$ cat src/hdl/pbc_pkg.sv
`timescale 1ns / 1ps

package pbc_pkg;

    localparam int unsigned NUM_ROUND_KEYS = 32;
    localparam int unsigned NUM_ROUNDS     = NUM_ROUND_KEYS - 1;
    localparam int unsigned KEY_BITS       = 128;
    localparam int unsigned RC_BITS        = 5;
    localparam int unsigned INDEX_BITS     = 2;

    localparam logic [INDEX_BITS-1:0] REG_KEY_HIGH = 2'd0;
    localparam logic [INDEX_BITS-1:0] REG_KEY_LOW  = 2'd1;
    localparam logic [INDEX_BITS-1:0] REG_KEY_MODE = 2'd2;

    localparam logic ACT_ENCRYPT = 1'b0;
    localparam logic ACT_DECRYPT = 1'b1;

    localparam logic [3:0] SBOX [0:15] = '{
        4'hC, 4'h5, 4'h6, 4'hB, 4'h9, 4'h0, 4'hA, 4'hD,
        4'h3, 4'hE, 4'hF, 4'h8, 4'h4, 4'h7, 4'h1, 4'h2
    };

    localparam logic [3:0] SBOX_INV [0:15] = '{
        4'h5, 4'hE, 4'hF, 4'h8, 4'hC, 4'h1, 4'h2, 4'hD,
        4'hB, 4'h4, 4'h6, 4'h3, 4'h0, 4'h7, 4'h9, 4'hA
    };

    typedef struct packed {
        logic valid;
        logic action;
    } ctrl_t;

    typedef struct packed {
        logic                wide;
        logic [KEY_BITS-1:0] bits;
    } key_t;

    function automatic logic [63:0] sub_layer(input logic [63:0] s);
        logic [63:0] r;
        r = '0;
        for (int n = 0; n < 16; n++)
        begin
            r[n*4 +: 4] = SBOX[s[n*4 +: 4]];
        end
        return r;
    endfunction

    function automatic logic [63:0] sub_layer_inv(input logic [63:0] s);
        logic [63:0] r;
        r = '0;
        for (int n = 0; n < 16; n++)
        begin
            r[n*4 +: 4] = SBOX_INV[s[n*4 +: 4]];
        end
        return r;
    endfunction

    // Bit i moves to 16 * (i mod 4) + i / 4.
    function automatic logic [63:0] perm_layer(input logic [63:0] s);
        logic [63:0] r;
        logic [5:0]  idx;
        r = '0;
        for (int i = 0; i < 64; i++)
        begin
            idx = i[5:0];
            r[{idx[1:0], idx[5:2]}] = s[i];
        end
        return r;
    endfunction

    function automatic logic [63:0] perm_layer_inv(input logic [63:0] s);
        logic [63:0] r;
        logic [5:0]  idx;
        r = '0;
        for (int i = 0; i < 64; i++)
        begin
            idx = i[5:0];
            r[i] = s[{idx[1:0], idx[5:2]}];
        end
        return r;
    endfunction

    // An 80-bit key sits in bits 127..48 with the rest held at zero.
    function automatic logic [KEY_BITS-1:0] key_step(input logic [KEY_BITS-1:0] ks,
                                                     input logic wide,
                                                     input logic [RC_BITS-1:0] rc);
        logic [127:0] k128;
        logic [79:0]  k80;
        k128 = {ks[66:0], ks[127:67]};
        k128[127:124] = SBOX[k128[127:124]];
        k128[123:120] = SBOX[k128[123:120]];
        k128[66:62]   = k128[66:62] ^ rc;
        k80 = {ks[66:48], ks[127:67]};
        k80[79:76] = SBOX[k80[79:76]];
        k80[19:15] = k80[19:15] ^ rc;
        return wide ? k128 : {k80, 48'b0};
    endfunction

endpackage

$ cat src/hdl/pbc_key_cell.sv
`timescale 1ns / 1ps

module pbc_key_cell
(
    input  logic                         clk,
    input  pbc_pkg::key_t                key_prev,
    input  logic [pbc_pkg::RC_BITS-1:0]  round_num,
    output pbc_pkg::key_t                key_reg
);

    pbc_pkg::key_t key_next;

    always_comb
    begin
        key_next.wide = key_prev.wide;
        key_next.bits = pbc_pkg::key_step(key_prev.bits, key_prev.wide, round_num);
    end

    always_ff @(posedge clk)
    begin
        key_reg <= key_next;
    end

endmodule

$ cat config.mk
export PLATFORM = sky130hd
export DESIGN_NAME = pbc_key_cell
export DESIGN_NICKNAME = d
export VERILOG_FILES = /design/src/hdl/pbc_pkg.sv /design/src/hdl/pbc_key_cell.sv
export SDC_FILE = /design/constraint.sdc
export NUM_CORES = 1
export LEC_CHECK = 0
export BUFFER_PORTS_ARGS = -buffer_cell sky130_fd_sc_hd__buf_2
export CORE_AREA = 2 2 102 104
export CTS_CLUSTER_SIZE = 12
export DETAILED_ROUTE_END_ITERATION = 16
export DIE_AREA = 0 0 104 106
export MAX_ROUTING_LAYER = met4
export PLACE_DENSITY = 0.79
export SKIP_LAST_GASP = 1
export SYNTH_ARGS = -nofsm -noshare
export SYNTH_HDL_FRONTEND = slang
export SYNTH_SLANG_ARGS = --single-unit
$ cat constraint.sdc
create_clock -name clk -period 2.57 [get_ports clk]
set_input_delay 0.257 -clock clk [delete_from_list [all_inputs] [get_ports clk]]
set_output_delay 0.257 -clock clk [all_outputs]
set_load 0.1 [all_outputs]
==> key figures <==
Synthesis
  • Post-Syn Instances: 318
  • Mapped Area: 0.00415 mm2
  • Synth warn: 0
  • Netlist cell types: 25
  • Avg Cell Area, Syn: 13.1 um2
  • Register area share after synthesis: 62.2%
  • Syn Nets: 463
  • Top_reg_cell synth: dfxtp_1
  • Number of synthesized flops with an enable pin: 0
  • Async SR Flop Fraction: 0%
  • FF+latch count, synth: 129

Placement
  • Routability cong.: 0.824
  • Placed cell count: 702
  • Final HPWL from detailed placement: 8050 um
  • Port buffer count: 263
  • Placed Area: 0.00555 mm2
  • Post-place setup slack: 1.13 ns

Clock tree
  • Reg clk slew, reported paths: 0.06 ns
  • CTS tree: yes
  • Clk root buf: clkbuf_8
  • Hold buffer count at CTS: 131
  • H-tree Lvls: 4
  • Post-CTS sizing: 0
  • Total clock buffers created by CTS: 17
  • Clock Tree Buf Depth: 2
  • # Post-CTS Setup Buffers: 0
  • Clock Sinks: 129

Global routing
  • Largest net degree at the start of global routing: 63
  • Initial antenna violation count: 0
  • Met2 usage: 49.9%
  • Grt total ovfl: 0
  • GR peak layer: met2
  • Met1 usage: 26.9%
  • First-pass GRT wire length: 23200 um
  • Gr usage total: 28.3%
  • Met3 Usage GRT: 9.44%
  • Vias in the first global route: 4389

Setup path
  • Top delay family on crit path: buffers and inverters
  • Crit path max fanout: 1
  • Worst Path Required: 2.31 ns
  • Delay of the slowest critical-path stage: 0.46 ns
  • Startpoint types: register
  • CP arrival: 1.31 ns
  • CP Capture Type: output pin
  • Worst path cell trace: buf_2
  • Crit Path Class: reg2out
  • Slowest stage cell, crit path: buf_2
  • WP buf/inv: 1
  • Crit path depth: 1

STA
  • Final Max Slew Viols: 0
  • Worst slew margin: 64.6%
  • Final worst path period need: 1.57 ns
  • Final Cycle Share: 61.0%
  • Fin. Hold Viols: 0
  • Max Clk Rate: 638 MHz
  • Setup-failing EPs final: 0
  • RSZ-0062 raised after global routing: false
  • Final WS setup: 1.00 ns
  • Worst slew pin tran: 0.535 ns
  • WHS: 0.0342 ns
  • Setup TNS: 0 ns

Flow run
  • Count of max-cap constraint violations: 0

Route
  • Routed WL: 15200 um
  • 1st-iter DRT viols: 166
  • Wire length per cell: 17.6 um
  • Post-route DRC: 0
  • Detail Route Antenna Nets: 0
  • DRT Pass-1 Iters: 4
  • Vias per inst: 4.60
  • Via count: 3992

Layout
  • Nets@finish: 863
  • Layout cells sized above 1: 48.4%
  • Fillers: 634
  • Area of the multi-input gates: 0.00143 mm2
  • Register area: 0.00258 mm2
  • Area delta synth->final: 79.8%
  • Final instance area: 0.00746 mm2
  • Largest register FFs: 129
  • Final Non-Filler Cells: 868

Floorplan
  • Die Area: 0.0110 mm2
  • Starting Density: 41.5%
  • Boundary Pins: 264
  • Site row count: 37
  • Core ar.: 0.0100 mm2
  • Die W: 104 um
  • DIE HEIGHT: 106 um

Outcome
  • Outcome: complete, no violations

Power and ir drop
  • Pleak: 3.61 nW
  • Power Density: 839 mW/mm2
  • Worst vdd ir: 555 uV

Worst hold path
  • Hold Crit Depth: 2
  • Hold Crit Class: in2reg
-- worst paths after layout --
kind                       startpoint             endpoint
setup / recovery  key_reg[91]$_DFF_P_          key_reg[91]
hold / removal          key_prev[116]  key_reg[97]$_DFF_P_
-- per-stage QoR --
stage | power [W] | utilization (%)
6_report | 0.00626 | 74.6
4_1_cts | 0.00622 | 74.4
3_3_place_gp | 0.00373 | 55.5
5_1_grt | 0.00646 | 74.6
3_5_place_dp | 0.00376 | 55.5
2_1_floorplan | 0.00346 | -
-- final cells by class --
type,instances,area share (%)
Clock buffer,20,5.97
Clock inverter,12,1.78
Timing Repair Buffer,398,35.9
Multi-Input combinational cell,167,19.2
Inverter,5,0.251
Antenna cell,1,0.0335
Sequential cell,129,34.6
Tap cell,136,2.28
-- routing by layer --
layer | share of wire (%) | vias up
met5 | 0 | -
met4 | 4.8 | 0
met3 | 6.4 | 54
met2 | 53 | 210
met1 | 36 | 1875
li1 | - | 1853
-- logic make-up after synthesis --
| logic type | synth area share [%] |
|---|---|
| AO/OA/AOI/OAI | 2.86 |
| XOR/XNOR | 2.53 |
| multiplexers | 17.1 |
| adder cells (fa/ha/maj) | 3.01 |
| AND/OR/NAND/NOR | 9.04 |
| buffers and inverters | 3.23 |
| flip-flops | 62.2 |
-- power by group --
group          switching (W)  leakage, nW  internal [W]  total, W
clock               0.000896        0.278       0.00143   0.00233
combinational        0.00131         2.25      0.000432   0.00175
sequential         0.0000428         1.08       0.00214   0.00219
-- synth_stat cells (all sizes together) (2+ instances only) --
library cell	number	area, um2
a21oi	2	10.0
a31oi	2	12.5
and2	48	300
buf	16	111
dfxtp	129	2580
ha	10	125
inv	5	18.8
mux2	55	634
mux2i	3	30.0
mux4	2	45.0
nand2	10	37.5
nand2b	2	12.5
nor2	3	11.3
o21a	3	22.5
o21ai	11	55.1
xnor2	7	61.3
xor2	5	43.8
-- cells in the final DEF, fill, tap and decap left out --
master | Yosys | layout
a21oi_1 | 2 | 2
nor2_1 | 3 | 3
and2_1 | 48 | 48
clkbuf_8 | 0 | 3
diode_2 | 0 | 1
nor4b_1 | 1 | 1
mux2i_1 | 3 | 3
dfxtp_1 | 129 | 129
xnor2_1 | 7 | 7
clkinv_2 | 0 | 3
ha_1 | 10 | 10
inv_1 | 5 | 5
dlygate4sd3_1 | 0 | 133
mux2_4 | 4 | 4
clkbuf_1 | 1 | 1
inv_6 | 0 | 2
buf_4 | 5 | 2
mux4_2 | 2 | 2
buf_12 | 0 | 1
clkinv_4 | 0 | 2
nand2b_1 | 2 | 2
clkinvlp_4 | 0 | 3
mux2_2 | 51 | 51
o21ai_0 | 11 | 11
o221a_2 | 1 | 1
nand3_1 | 1 | 1
clkbuf_16 | 0 | 16
xor2_1 | 5 | 5
a31oi_1 | 2 | 2
bufinv_16 | 0 | 2
a21o_1 | 1 | 1
o21a_1 | 3 | 3
nand2_1 | 10 | 10
buf_2 | 8 | 262
Power figures use the tool's default switching activity.
